--- config.mk ---
export PLATFORM = sky130hd
export DESIGN_NAME = lbs_queue
export DESIGN_NICKNAME = d
export VERILOG_FILES = /design/src/lbs_pkg.sv /design/src/lbs_queue.sv
export SDC_FILE = /design/constraint.sdc
export NUM_CORES = 1
export LEC_CHECK = 0
export BUFFER_PORTS_ARGS = -buffer_cell sky130_fd_sc_hd__buf_2
export CORE_MARGIN = 2
export CORE_UTILIZATION = 44
export DETAILED_ROUTE_END_ITERATION = 7
export GPL_ROUTABILITY_DRIVEN = 0
export GPL_TIMING_DRIVEN = 0
export PLACE_DENSITY = 0.72
export SLEW_MARGIN = 20
export SYNTH_ARGS = -nofsm -noshare
export SYNTH_HDL_FRONTEND = slang
export SYNTH_SLANG_ARGS = --single-unit
--- constraint.sdc ---
create_clock -name i_clk -period 11.2 [get_ports i_clk]
set_input_delay 2.8 -clock i_clk [delete_from_list [all_inputs] [get_ports i_clk]]
set_output_delay 2.8 -clock i_clk [all_outputs]
set_load 0.05 [all_outputs]
--- src/lbs_pkg.sv ---
package lbs_pkg;

    localparam int NUM_INF    = 4;
    localparam int POS_W      = 32;
    localparam int JIDX_W     = 8;
    localparam int WGT_W      = 17;
    localparam int CNT_W      = 7;
    localparam int LIM_W      = 9;
    localparam int WORD_IDX_W = 4;
    localparam int ROW_WORDS  = 12;
    localparam int QDEPTH     = 4;
    localparam int QAW        = 2;
    localparam int ACC_W      = 52;
    localparam int WSUM_W     = 19;

    localparam logic OP_SKIN  = 1'b0;
    localparam logic OP_WRITE = 1'b1;

    typedef struct packed {
        logic                               is_write;
        logic                               wr_ok;
        logic [WORD_IDX_W-1:0]              wr_word;
        logic [NUM_INF-1:0]                 use_inf;
        logic [2:0][POS_W-1:0]              pos;
        logic [NUM_INF-1:0][JIDX_W-1:0]     joint;
        logic [NUM_INF-1:0][WGT_W-1:0]      weight;
    } t_item;

    typedef struct packed {
        logic                   go;
        logic [WSUM_W-1:0]      den;
        logic [2:0][ACC_W-1:0]  acc;
    } t_div_req;

    typedef struct packed {
        logic                   done;
        logic [2:0][POS_W-1:0]  res;
    } t_div_rsp;

endpackage

--- src/lbs_queue.sv ---
module lbs_queue (
    input  logic            i_clk,
    input  logic            i_rst_n,
    input  logic            i_push,
    input  lbs_pkg::t_item  i_item,
    input  logic            i_pop,
    output logic            o_valid,
    output lbs_pkg::t_item  o_item,
    output logic            o_full
);

    lbs_pkg::t_item               r_mem [lbs_pkg::QDEPTH];
    logic [lbs_pkg::QAW-1:0]      r_wp;
    logic [lbs_pkg::QAW-1:0]      r_rp;
    logic [lbs_pkg::QAW:0]        r_cnt;

    always_ff @(posedge i_clk) begin
        if (i_push) begin
            r_mem[r_wp] <= i_item;
        end
    end

    always_ff @(posedge i_clk) begin
        if (!i_rst_n) begin
            r_wp  <= '0;
            r_rp  <= '0;
            r_cnt <= '0;
        end else begin
            if (i_push) begin
                r_wp <= r_wp + 1'b1;
            end
            if (i_pop) begin
                r_rp <= r_rp + 1'b1;
            end
            r_cnt <= r_cnt + {{lbs_pkg::QAW{1'b0}}, i_push} - {{lbs_pkg::QAW{1'b0}}, i_pop};
        end
    end

    assign o_valid = (r_cnt != '0);
    assign o_full  = (r_cnt == (lbs_pkg::QAW+1)'(lbs_pkg::QDEPTH));
    assign o_item  = r_mem[r_rp];

endmodule

======== Word level (Yosys, flattened, before mapping) ========
Memory sizes are Yosys's and may differ from the RTL's. A register that Yosys moved wholly into a read port is not among the register bits.
Index checks and enable logic that the tools add are counted.
Widths: inputs -> output; s select.
cells by class
  add/subtract/negate cells ............... 4
  equality and inequality tests ........... 1
  mux-type cells .......................... 4
  reduce and logical (&&, ||, !) cells .... 1
operator list
  operator             count
  $add 2x1->2 const B  2
  $mux 2               2
  $add 3x1->3          1
  $eq 3x3->1 const B   1
  $reduce_bool 3->1    1
  $sub 3x1->3          1
  $mux 1               2
word-level totals
  flip-flop bits (word level) ............. 7
  bits in writable memories ............... 824
  input bits .............................. 210
  output and inout port bits .............. 208
  logic and storage cells ................. 14
  memories ................................ 1
memory list
  name   words  bits a word  rd ports  clocked after Yosys merged registers in  wr ports  RTL line         RTL
  r_mem  4      206          1         1                                        1         lbs_queue.sv:12  lbs_pkg::t_item r_mem [lbs_pkg::QDEPTH];

======== Depth between registers and ports, before layout ========
  depth in word-level cells ............... 3
  depth in mapped cells ................... 7
  depth with buffers taken out ............ 7

======== Worst setup path before layout ========
Ideal clock, no wire load.
  path type ............................... input to register
  start ................................... in i_push
  end ..................................... mem r_mem[0][0] in the netlist's numbering (enable)
  library setup time ...................... 0.591 ns
  arrival ................................. 7.471 ns
  required time ........................... 10.609 ns
  slack ................................... 3.138 ns
  stages .................................. 1
  buffers on the path ..................... 0
  cell sequence ........................... and2_1
between the ends
  longest elaborated chain between the ends .. 2
RTL lines
  what                          RTL line         RTL
  start, declared               lbs_queue.sv:4   input logic i_push,
  $mux 1                        lbs_queue.sv:18  if (i_push) begin
  $mux 1 (not written as such)  lbs_queue.sv:19  r_mem[r_wp] <= i_item;
  end, declared                 lbs_queue.sv:12
No other way between the ends.

==> impl_results.md <==
* Vias/cell at 5.274
* Crit path cell chain: buf_2 -> clkbuf_1 -> buf_2 -> mux4_2 -> buf_2
* CP required at 8.40 ns
* Share of cells above drive strength 1 at 47.07%
* H-tree Lvls at 3
* Cells after synthesis at 1119
* Vias in the first global route at 14310
* Drt initial violations at 1055
* Cell mode on critical path: buf_2
* Clock Pin Slew Worst Setup and Hold Paths at 0.06 ns
* Relative slew slack at 38.21%
* Cts bufs inserted at 83
* Synth cell types at 19
* Crit path DAT at 3.03 ns
* Clock Latency Late Sink at 0.63 ns
* First-pass GRT wire length at 88.26 mm
* Most frequent cells in the layout: edfxtp_1 (824), buf_2 (439), mux4_2 (206)
* Post-CTS setup buffer count at 0
* Initial antenna violation count at 17
* Syn Nets at 1336
* IO Port Bufs at 417
* Power Density at 199.0 nW/um^2
* WS Path Type: reg2out
* Hold_buf cts at 0
* CORE AREA at 67510 sq um
* Fin crit period at 5.829 ns
* Worst path bufs/invs at 4
* Max_cap viols at 0
* RSZ-0062 raised after global routing: no
* WL/cell at 23.04 um
* Total grt overflow at 0
* Post-CTS sizing at 0
* Area delta synth->final at 20.89%
* Clock skew at 0.01800 ns
* Status: complete, no violations
* Slowest Stage Delay on Critical Path at 0.73 ns
* CTS Buffer Depth at 3
* Setup WS post-layout at 5.371 ns
* Ports at 418
* Mapped Area at 30160 sq um
* FP Rows at 95
* Flops & latches, synth at 833
* Routed Antenna Nets at 0
* 1st-pass router iterations at 5
* Worst-Margin Slew at 0.9269 ns
* Die Area at 70640 sq um
* Worst vdd ir at 0.1678 mV
* Part of the Yosys area used for sequential elements at 82.65%
* CP top delay family: buffers and inverters
* Endpoints failing setup at 0
* Crit share post-route at 52.04%
* # fillers at 5107
* Lkg Pwr at 12.26 nW
* Root Driver: clkbuf_16
* Critical Path Slowest Stage Cell: clkbuf_1
* Largest net degree at the start of global routing at 47
* Tot GR Track Use at 16.69%
* Max Slew Vio Count at 0
* Routed wire length at 59.56 mm
* Final nets at 1858
* Die X at 265.8 um
* Initial core utilization at 44.66%
* TritonCTS clock tree: done
* Clock net sink count at 833
* Placement Setup Slack at 5.896 ns
* Fmax at 171.6 MHz
* Synthesis Warnings at 0
* Remaining DRCs at 0
* Vias at 13630
* CP Launch Type: flop
* Critical path endpoint category: primary output
* Hold crit path type: reg2reg
* Final hold vios at 0
* Dpl hpwl at 38.26 mm
* Synth Area per Inst at 26.95 sq um
* Commonest non-fill, non-tap cell in the layout: edfxtp_1
* Die H at 265.8 um
* Core Util, Final at 53.99%
* Worst-path fanout max at 10
## worst register-to-register path, stage by stage (launching register included)
cell and delay (ns):
dfxtp_1 0.34, inv_1 0.10, ha_1 0.16, and2_4 0.51, buf_16 0.31, buf_16 0.36
## power breakdown
group | internal [W] | total, W | leakage, nW | switching, W
combinational | 0.000312 | 0.00102 | 3.35 | 0.000709
clock | 0.00150 | 0.00262 | 1.27 | 0.00112
sequential | 0.00358 | 0.00362 | 7.64 | 0.0000311
total | 0.00540 | 0.00726 | 12.3 | 0.00186
## layer usage
metal	share of wire, %	wire [um]	vias up	track usage [%]
li1	-	-	5935	-
met1	38	22900	7132	21.02
met2	51	30440	439	27.80
met3	8.2	4878	102	5.287
met4	2.0	1200	24	5.208
met5	0.25	146	-	0
## logic make-up (layout without fill, tap and decap cells)
kind of cell             after synthesis  in the layout  share of synthesized area (%)
AND/OR/NAND/NOR                       14             14                         0.2532
multiplexers                         207            207                          15.42
XOR/XNOR                               3              3                         0.1369
other                                  0              6                              0
adder cells (fa/ha/maj)                7              7                         0.3153
flip-flops                           833            833                          82.65
buffers and inverters                 53            640                          1.174
AO/OA/AOI/OAI                          2              2                        0.04978
## final timing paths
kind	from	slack (ns)	depth (start not counted)	endpoint
setup / recovery	flop	5.37	5	o_item[125]
hold / removal	r_rp[0]$_SDFFE_PN0P_	0.57	2	r_rp[0]$_SDFFE_PN0P_
setup reg to reg	r_wp[0]$_SDFFE_PN0P_	9.04	5	r_mem[2][80]$_DFFE_PP_
hold reg to reg	r_rp[0]$_SDFFE_PN0P_	0.57	2	r_rp[0]$_SDFFE_PN0P_
## layout make-up
cell class	instances	area, sq um	area share (%)
flip-flops and latches	833	24920	68.37
diodes	6	15.01	0.04119
clock inverters	41	380.4	1.043
multi-input cells	233	4887	13.41
well taps	873	1092	2.996
inverters	7	26.28	0.07208
plain buffers	46	327.8	0.8993
repair buffers	437	2585	7.091
clock buffers	109	2216	6.079
## flip-flops by register name, summed over array words and instances, names as in the netlist, named ones only
name and cells:
r_cnt 3, r_mem 824, r_rp 2, r_wp 2
## stage by stage
| stage | hold WS (ns) | std cells | power (W) | TNS (ns) | instance area, sq um |
|---|---|---|---|---|---|
| final | 0.5673 | 2585 | 0.007255 | 0 | 36450 |
| after global routing | 0.6057 | 2583 | 0.007509 | 0 | 36450 |
| after CTS | 0.5699 | 2579 | 0.007340 | 0 | 36440 |
| after detailed placement | 0.5431 | 2429 | 0.004715 | 0 | 33840 |
| after global placement | 0.5142 | 2409 | 0.004725 | -644.07 | 33330 |
| after floorplan | 0.4993 | 1119 | 0.004433 | 0 | 30160 |
## cell usage after synthesis (all sizes together)
master | n | share of area (%)
nor2 | 5 | 0.062
fa | 1 | 0.066
xnor2 | 2 | 0.058
or3 | 1 | 0.021
and3 | 1 | 0.021
buf | 39 | 1.0
clkbuf | 7 | 0.087
a21oi | 1 | 0.017
dfxtp | 9 | 0.60
mux2i | 1 | 0.033
a21bo | 1 | 0.033
ha | 6 | 0.25
xor3 | 1 | 0.079
edfxtp | 824 | 82
nand3b | 1 | 0.025
mux4 | 206 | 15
inv | 7 | 0.087
and2 | 6 | 0.12
(Power assumes the default switching activity.)
