## config.mk

```make
export PLATFORM = sky130hd
export DESIGN_NAME = lbs_front
export DESIGN_NICKNAME = d
export VERILOG_FILES = /design/src/lbs_pkg.sv /design/src/lbs_front.sv
export SDC_FILE = /design/constraint.sdc
export NUM_CORES = 1
export LEC_CHECK = 0
export BUFFER_PORTS_ARGS = -buffer_cell sky130_fd_sc_hd__buf_2
export CAP_MARGIN = 5
export CORE_AREA = 2 2 163 165
export CTS_CLUSTER_SIZE = 12
export DETAILED_ROUTE_END_ITERATION = 12
export DIE_AREA = 0 0 165 167
export PLACE_DENSITY = 0.39
export SYNTH_ARGS = -nofsm -noshare
export SYNTH_HDL_FRONTEND = slang
export SYNTH_SLANG_ARGS = --single-unit
```

## constraint.sdc

```tcl
create_clock -name i_clk -period 2.54 [get_ports i_clk]
set_clock_uncertainty 0.15 [all_clocks]
set_input_delay 0.381 -clock i_clk [delete_from_list [all_inputs] [get_ports i_clk]]
set_output_delay 0.381 -clock i_clk [all_outputs]
set_load 0.02 [all_outputs]
```

## src/lbs_pkg.sv

```systemverilog
package lbs_pkg;

    localparam int NUM_INF    = 4;
    localparam int POS_W      = 32;
    localparam int JIDX_W     = 8;
    localparam int WGT_W      = 17;
    localparam int CNT_W      = 7;
    localparam int LIM_W      = 9;
    localparam int WORD_IDX_W = 4;
    localparam int ROW_WORDS  = 12;
    localparam int QDEPTH     = 4;
    localparam int QAW        = 2;
    localparam int ACC_W      = 52;
    localparam int WSUM_W     = 19;

    localparam logic OP_SKIN  = 1'b0;
    localparam logic OP_WRITE = 1'b1;

    typedef struct packed {
        logic                               is_write;
        logic                               wr_ok;
        logic [WORD_IDX_W-1:0]              wr_word;
        logic [NUM_INF-1:0]                 use_inf;
        logic [2:0][POS_W-1:0]              pos;
        logic [NUM_INF-1:0][JIDX_W-1:0]     joint;
        logic [NUM_INF-1:0][WGT_W-1:0]      weight;
    } t_item;

    typedef struct packed {
        logic                   go;
        logic [WSUM_W-1:0]      den;
        logic [2:0][ACC_W-1:0]  acc;
    } t_div_req;

    typedef struct packed {
        logic                   done;
        logic [2:0][POS_W-1:0]  res;
    } t_div_rsp;

endpackage

```

## src/lbs_front.sv

```systemverilog
module lbs_front #(
    parameter int MAX_JOINTS = 64
) (
    input  logic                                i_clk,
    input  logic                                i_rst_n,
    input  logic                                i_cfg_wr_en,
    input  logic [lbs_pkg::CNT_W-1:0]           i_cfg_wr_data,
    input  logic                                i_start,
    input  logic                                i_full,
    input  logic                                i_operation,
    input  logic [lbs_pkg::POS_W-1:0]           i_pos_x,
    input  logic [lbs_pkg::POS_W-1:0]           i_pos_y,
    input  logic [lbs_pkg::POS_W-1:0]           i_pos_z,
    input  logic [lbs_pkg::JIDX_W-1:0]          i_joint_a,
    input  logic [lbs_pkg::JIDX_W-1:0]          i_joint_b,
    input  logic [lbs_pkg::JIDX_W-1:0]          i_joint_c,
    input  logic [lbs_pkg::JIDX_W-1:0]          i_joint_d,
    input  logic [lbs_pkg::WGT_W-1:0]           i_weight_a,
    input  logic [lbs_pkg::WGT_W-1:0]           i_weight_b,
    input  logic [lbs_pkg::WGT_W-1:0]           i_weight_c,
    input  logic [lbs_pkg::WGT_W-1:0]           i_weight_d,
    output logic                                o_push,
    output lbs_pkg::t_item                      o_item
);

    localparam logic [lbs_pkg::LIM_W-1:0] MAX_LIM = lbs_pkg::LIM_W'(MAX_JOINTS);

    logic [lbs_pkg::CNT_W-1:0] r_joint_count;
    logic [lbs_pkg::LIM_W-1:0] limit;
    logic [lbs_pkg::LIM_W-1:0] cnt_ext;

    always_ff @(posedge i_clk) begin
        if (!i_rst_n) begin
            r_joint_count <= '0;
        end else if (i_cfg_wr_en) begin
            r_joint_count <= i_cfg_wr_data;
        end
    end

    assign o_push  = i_start && !i_full;
    assign cnt_ext = {2'b00, r_joint_count};
    assign limit   = (cnt_ext < MAX_LIM) ? cnt_ext : MAX_LIM;

    always_comb begin
        o_item          = '0;
        o_item.is_write = (i_operation == lbs_pkg::OP_WRITE);
        o_item.pos[0]   = i_pos_x;
        o_item.pos[1]   = i_pos_y;
        o_item.pos[2]   = i_pos_z;
        o_item.joint[0] = i_joint_a;
        o_item.joint[1] = i_joint_b;
        o_item.joint[2] = i_joint_c;
        o_item.joint[3] = i_joint_d;
        o_item.weight[0] = i_weight_a;
        o_item.weight[1] = i_weight_b;
        o_item.weight[2] = i_weight_c;
        o_item.weight[3] = i_weight_d;
        for (int k = 0; k < lbs_pkg::NUM_INF; k++) begin
            o_item.use_inf[k] = (o_item.weight[k] != '0) &&
                                ({1'b0, o_item.joint[k]} < limit);
        end
        // column 3 of each row never reaches a result, so it is not stored
        o_item.wr_ok   = ({1'b0, i_joint_a} < MAX_LIM) && (i_joint_b[7:4] == 4'd0) &&
                         (i_joint_b[1:0] != 2'd3);
        o_item.wr_word = ({2'b00, i_joint_b[3:2]} << 1) + {2'b00, i_joint_b[3:2]} +
                         {2'b00, i_joint_b[1:0]};
    end

endmodule

```

# Yosys cells after proc, flatten, opt, wreduce, memory -nomap -nowiden
# Index checks and enable logic that the tools add are counted.
# totals
regBits,7
out_inout_bits,207
word_cells,24
# classes
addsub,2
magnitude_cmp,6
eq_ne,1
n_mux,1
reduce_logical,13
# ops
operator,n
nonzero test 17 bit,4
< comparator 8 x 7 -> 1 bit,4
"< comparator 8 x 7 -> 1 bit, second input constant",1
logical AND 1 bit,7
"< comparator 7 bit, second input constant",1
2-to-1 mux 7 bit,1
adder 3 x 2 -> 4 bit,1
adder 4 x 2 -> 4 bit,1
zero test 4 bit,1
"!= test 2 bit, second input constant",1
zero test 1 bit,1

# Depth between registers and ports, before layout
# Gate-level depths: netlist of run 1.
# logic_depth
ltp_word,4
mapped_depth,7
mapped_depth_nobuf,7

# Worst setup path after synthesis of run 1
# No wires, ideal clock.
# synth_path
path_kind,reg2out
start,register r_joint_count[6] (netlist bit)
end,output o_item[198] (netlist bit)
arrival_time_ns,1.726
setup_slack_ns,0.283
path_stages_with_launch,8
path_buffers,0
cell_sequence,dfxtp_1 > inv_1 > nand2_1 > ha_1 > a21o_1 > a211oi_1 > o41ai_1 > a21oi_1
# synth_rtl
element,line_no,text
from (decl),lbs_front.sv:28,logic [lbs_pkg::CNT_W-1:0] r_joint_count;
from (signal assigned),lbs_front.sv:36,r_joint_count <= i_cfg_wr_data;
to (decl),lbs_front.sv:23,output lbs_pkg::t_item o_item

==> flow_summary.json, run 1 <==
{
  "status": "completed",
  "max-vdd-ir-drop_uv": 238,
  "fin_cells": 689,
  "holdWs_ns": 0.265,
  "drc": 0,
  "nNetsFinal": 591,
  "hold_class": "input pin to flip-flop",
  "clk_pin_slew_worst_paths_ns": 0.04,
  "syn_inst": 321,
  "rows": 59,
  "vias": 2074,
  "setup_violations": 0,
  "reg_top3": "r_joint_count x7",
  "power_density_nw_per_um2": 319,
  "synth.avg_cell_area_um2": 7.88,
  "synth-seq-area-share_pct": 5.54,
  "slew_headroom_pct": 77.5,
  "drive_above_1_share_pct": 70.0,
  "ios": 416,
  "die_x_um": 165,
  "async_flop_share_pct": 0,
  "switchingPower_uw": 371,
  "dieArea_um2": 27600,
  "routed_wirelength_mm": 9.64,
  "hold-path-cell-count": 3,
  "dp_hpwl_mm": 8.73,
  "grt_max_degree": 8,
  "grt_pass1_wl_mm": 12.1,
  "drt_first_iter_violations": 40,
  "regMostFlops": "r_joint_count",
  "fp.coreArea_um2": 25800,
  "grt_usage_pct": 6.25,
  "dpl_cell_area_um2": 2610,
  "ant_nets": 0,
  "fin_crit_ns": 2.38,
  "reg2regPathDepth": 2,
  "rsz0062_at_grt": "false",
  "p_int_uw": 530,
  "syn_area_um2": 2530,
  "comb_power_share_pct": 56.9,
  "wl_per_cell_um": 14.0,
  "yosys_warnings": 0,
  "die_y_um": 167,
  "grt_pass1_vias": 1842,
  "area_growth_pct": 11.6,
  "clk_path_buf_depth": 2,
  "htreeDepth": 1,
  "path_class": "flip-flop to output port",
  "synth_cell_types": 22,
  "power.share.clock_pct": 29.2,
  "clk_latency_ns": 0.23,
  "io_buffer_count": 221,
  "gp_congestion": 0.610,
  "finalCritPeriodShare_pct": 93.6,
  "p_leak_uw": 0.00138,
  "tritoncts.num_buffers": 3,
  "clock.fmax_ghz": 0.420,
  "cp-end-kind": "output port",
  "hold_viol": 0,
  "p_seq_share_pct": 13.9,
  "slew_violations": 0,
  "final_area_um2": 2820,
  "largest_register_ffs": 7,
  "worst_ep_required_time_ns": 2.01,
  "worst-path-max-fanout": 4,
  "dp_cells": 684,
  "clock_sinks": 7,
  "max-cap-violations": 0,
  "antenna_found_initial": 0,
  "synth-main-ff-cell": "dfxtp_1",
  "worst_pin_slew_ns": 0.334,
  "p_sw_share_pct": 41.2,
  "synth_nets": 558,
  "cts_root_buf": "clkbuf_16",
  "synth_edf_count": 0,
  "cts_tree": "built",
  "grt.overflow.total": 0,
  "crit_arrival_ns": 1.85,
  "initial_core_util_pct": 9.82,
  "ys_ff_latch": 7,
  "drt_first_pass_iters": 6,
  "final_util_pct": 11.0,
  "avgViaCountPerCell": 3.01,
  "cp-start-kind": "flip-flop"
}
cells by family (layout without fill, tap and decap cells):
group | after synthesis | count (layout) | synth area share [%]
buffers and inverters | 199 | 231 | 58.8
other | 0 | 1 | 0
and+or+nand+nor | 55 | 55 | 11.8
AOI/OAI and AO/OA | 25 | 25 | 6.73
DFF | 7 | 7 | 5.54
adders and majority gates | 28 | 28 | 14.4
muxes | 7 | 7 | 2.77
cells in the mapped netlist, types with 2 or more instances:
master | count | share of area (%)
nand4_1 | 4 | 0.99
nor3_1 | 4 | 0.79
nand4b_1 | 4 | 1.4
nor2b_1 | 8 | 2.0
nor2_1 | 16 | 2.4
o21ai_0 | 8 | 1.6
a21o_1 | 4 | 1.2
nor4_1 | 12 | 3.0
mux2i_1 | 7 | 2.8
nand2_1 | 5 | 0.74
o41ai_1 | 4 | 1.4
dfxtp_1 | 7 | 5.5
fa_1 | 2 | 1.6
a21oi_1 | 4 | 0.79
ha_1 | 26 | 13
buf_4 | 197 | 58
a211oi_1 | 4 | 1.2
worst max-delay path: stages, from the launching register on:
cell and delay, ns:
dfxtp_2 0.35, inv_4 0.06, buf_4 0.17, ha_1 0.31, a211oi_2 0.27, o41ai_2 0.12, a21oi_1 0.17, buf_4 0.17
worst paths after layout:
path | from | end | slack [ns]
worst max-delay path | r_joint_count[6] | o_item[197] | 0.16
worst min register to register | r_joint_count[0] | r_joint_count[0] | 0.38
worst min-delay path | i_cfg_wr_data[3] | r_joint_count[3] | 0.26
worst max register to register | r_joint_count[1] | r_joint_count[1] | 1.75
layout by cell type (no fill, tap or decap), types with 3 or more instances in the layout:
cell         n
buf_2      217
ha_1        22
nor2_1      16
nor4_1      12
buf_4        9
nor2b_1      8
mux2i_1      7
o21ai_0      5
dfxtp_1      5
nor3_1       4
nand4b_1     4
nand4_1      4
a21o_1       4
a21oi_1      4
ha_4         4
o21ai_1      3
a211oi_2     3
clkbuf_16    3
per-stage QoR:
stage	setup WS (ns)	total power, uW	TNS (ns)
floorplan	0.283	698	0
global placement	-0.00720	625	-0.00720
detailed placement	-0.0526	625	-0.110
CTS	-0.00872	904	-0.00872
global route	0.0285	976	0
finish	0.162	901	0
power groups by stage:
stage | logic (uW) | registers [uW] | clock network (uW)
floorplan | 576 | 121 | 0
global placement | 501 | 124 | 0
detailed placement | 502 | 124 | 0
CTS | 509 | 123 | 272
global route | 569 | 126 | 280
finish | 512 | 125 | 263
area by class of cell:
class / instances / area (um^2)
fill: 3010 / 22900
timing repair buffer: 226 / 1150
multi-input combinational: 115 / 1020
tap: 335 / 419
sequential: 7 / 143
clock buffer: 4 / 78.8
inverter: 1 / 6.26
antenna: 1 / 2.50
per-layer routing:
metal  track usage (%)  wire length, um  vias to the layer above
met3              1.94              934                       32
met4              2.42              395                        0
met2              11.2             4660                      183
met1              6.81             3640                      897
li1                  -                -                      962
met5                 0                0                        -
what timing repair did:
action                                  in CTS  in global routing
resized for setup                            9                 20
endpoints found under the setup margin       4                  4
hold buffers                                 0                  0
pin swaps                                    0                  2
buffers inserted                             0                  0
Note: power is estimated with default switching activity, not from simulation.
==> run 2: changes to the inputs <==
--- a/config.mk
+++ b/config.mk
@@ -12,6 +12,7 @@
 export DETAILED_ROUTE_END_ITERATION = 12
 export DIE_AREA = 0 0 165 167
 export PLACE_DENSITY = 0.39
+export SETUP_SLACK_MARGIN = 0.4
 export SYNTH_ARGS = -nofsm -noshare
 export SYNTH_HDL_FRONTEND = slang
 export SYNTH_SLANG_ARGS = --single-unit
==> run 2 against run 1 <==
Total power increased by 3.9%. Via count is 1.4% higher. Non-clock buffer count up 4. Critical path type unchanged.
==> flow_summary.json, run 2 (synthesis results as in run 1) <==
{
  "wl_per_cell_um": 13.4,
  "status": "completed",
  "clk_path_buf_depth": 2,
  "max_stage_delay_ns": 0.33,
  "clock.fmax_ghz": 0.417,
  "dpl_cell_area_um2": 2640,
  "io_buffer_count": 221,
  "tritoncts.num_buffers": 3,
  "hold_class": "input pin to flip-flop",
  "max-vdd-ir-drop_uv": 212,
  "rows": 59,
  "power_density_nw_per_um2": 314,
  "layout_setup_ws_ns": 0.140,
  "routed_wirelength_mm": 9.26,
  "clk_pin_slew_worst_paths_ns": 0.04,
  "reg_top3": "r_joint_count x7",
  "setup_violations": 0,
  "grt_pass1_wl_mm": 11.8,
  "drt_first_iter_violations": 59,
  "grt_usage_pct": 6.01,
  "dieArea_um2": 27600,
  "ios": 416,
  "cts_root_buf": "clkbuf_16",
  "avgViaCountPerCell": 3.04,
  "clk_latency_ns": 0.23,
  "dp_hpwl_mm": 8.49,
  "final_cell_mix": "buf_2 (211), ha_1 (21), nor2_1 (16), nor4_1 (11), buf_4 (11)",
  "fillers": 2970,
  "drt_first_pass_iters": 3,
  "largest_register_ffs": 7,
  "max-cap-violations": 0,
  "regMostFlops": "r_joint_count",
  "power.total_uw": 936,
  "initial_core_util_pct": 9.82,
  "fin_crit_ns": 2.40,
  "layout_commonest_cell": "buf_2",
  "final_area_um2": 2980,
  "setup_tns_ns": 0,
  "crit_chain": "inv_6, nand2_8, buf_4, ha_4, a21o_1, a211oi_2, o41ai_2, a21oi_2, buf_6",
  "die_y_um": 167,
  "worst_ep_required_time_ns": 2.01,
  "p_leak_uw": 0.00142,
  "gp_congestion": 0.635,
  "grt_pass1_vias": 1909,
  "grt_max_degree": 8,
  "slew_violations": 0,
  "area_growth_pct": 17.8,
  "cp-start-kind": "flip-flop",
  "final_util_pct": 11.6,
  "vias": 2102,
  "clock_sinks": 7,
  "worst_pin_slew_ns": 0.392,
  "grt.overflow.total": 0,
  "antenna_found_initial": 1,
  "fp.coreArea_um2": 25800,
  "drive_above_1_share_pct": 73.1,
  "hold_viol": 0,
  "cp-end-kind": "output port",
  "die_x_um": 165,
  "nNetsFinal": 595,
  "cts_tree": "built",
  "ant_nets": 0,
  "crit_arrival_ns": 1.87,
  "antenna_cells": 0,
  "rsz0062_at_grt": "true",
  "worst-path-max-fanout": 6,
  "place_ws_ns": -0.0626,
  "drc": 0,
  "slew_headroom_pct": 73.9,
  "path_class": "flip-flop to output port",
  "cpMaxStageDelayCell": "dfxtp_2",
  "finalCritPeriodShare_pct": 94.5,
  "htreeDepth": 1
}
==> run 2: cell types whose count changed in the layout (fill, tap and decap cells not counted), moves of 2 or more <==
cell,change
a21oi_1,-4
a21oi_2,+4
buf_2,-6
buf_4,+2
buf_6,+7
o21ai_0,+2
o21ai_1,-2
o41ai_1,-2
==> run 2: worst paths after layout <==
kind         cells after the start  slack, ns        startpoint          endpoint
max reg2reg                      3       1.64  r_joint_count[6]  r_joint_count[6]
max                              9       0.14  r_joint_count[6]       o_item[198]
min reg2reg                      2       0.40  r_joint_count[0]  r_joint_count[0]
min                              3       0.27  i_cfg_wr_data[1]  r_joint_count[1]
==> run 2: worst max-delay path, delay by kind of cell (launching register included) <==
kind | cells | cell delay, ns
AOI/OAI and AO/OA | 4 | 0.62
buffers and inverters | 3 | 0.38
DFF | 1 | 0.33
adders and majority gates | 1 | 0.21
and+or+nand+nor | 1 | 0.09
==> run 2: cell type report <==
cell class | count | area (um^2) | share of cell area, %
sequential | 7 | 143 | 4.79
tap | 335 | 419 | 14.1
multi-input combinational | 115 | 1100 | 36.9
clock buffer | 4 | 78.8 | 2.64
timing repair buffer | 230 | 1230 | 41.4
inverter | 1 | 8.76 | 0.294
==> run 2: stage by stage <==
stage,instances,hold WS [ns]
after global placement,685,0.355
final,692,0.266
after floorplan,321,0.333
after CTS,692,0.264
after global routing,692,0.273
after detailed placement,685,0.364
==> run 2: what timing repair did <==
item,4_1_cts,5_1_grt
resized for setup,49,1
setup buffers,3,0
hold buffers,0,0
pin swaps,12,1
endpoints found under the setup margin,7,7
==> run 2: where the power goes <==
group          switching [uW]  internal (uW)  total [uW]
Sequential               7.96            118         126
Combinational             318            227         544
Clock                    57.3            209         266
Total                     383            553         936
==> run 2: per-layer routing <==
metal	GRT usage (%)	wire, um	up-vias
met1	7.19	3730	895
met5	0	13	-
met3	3.34	1250	30
met2	9.24	4040	209
li1	-	-	966
met4	1.59	218	2
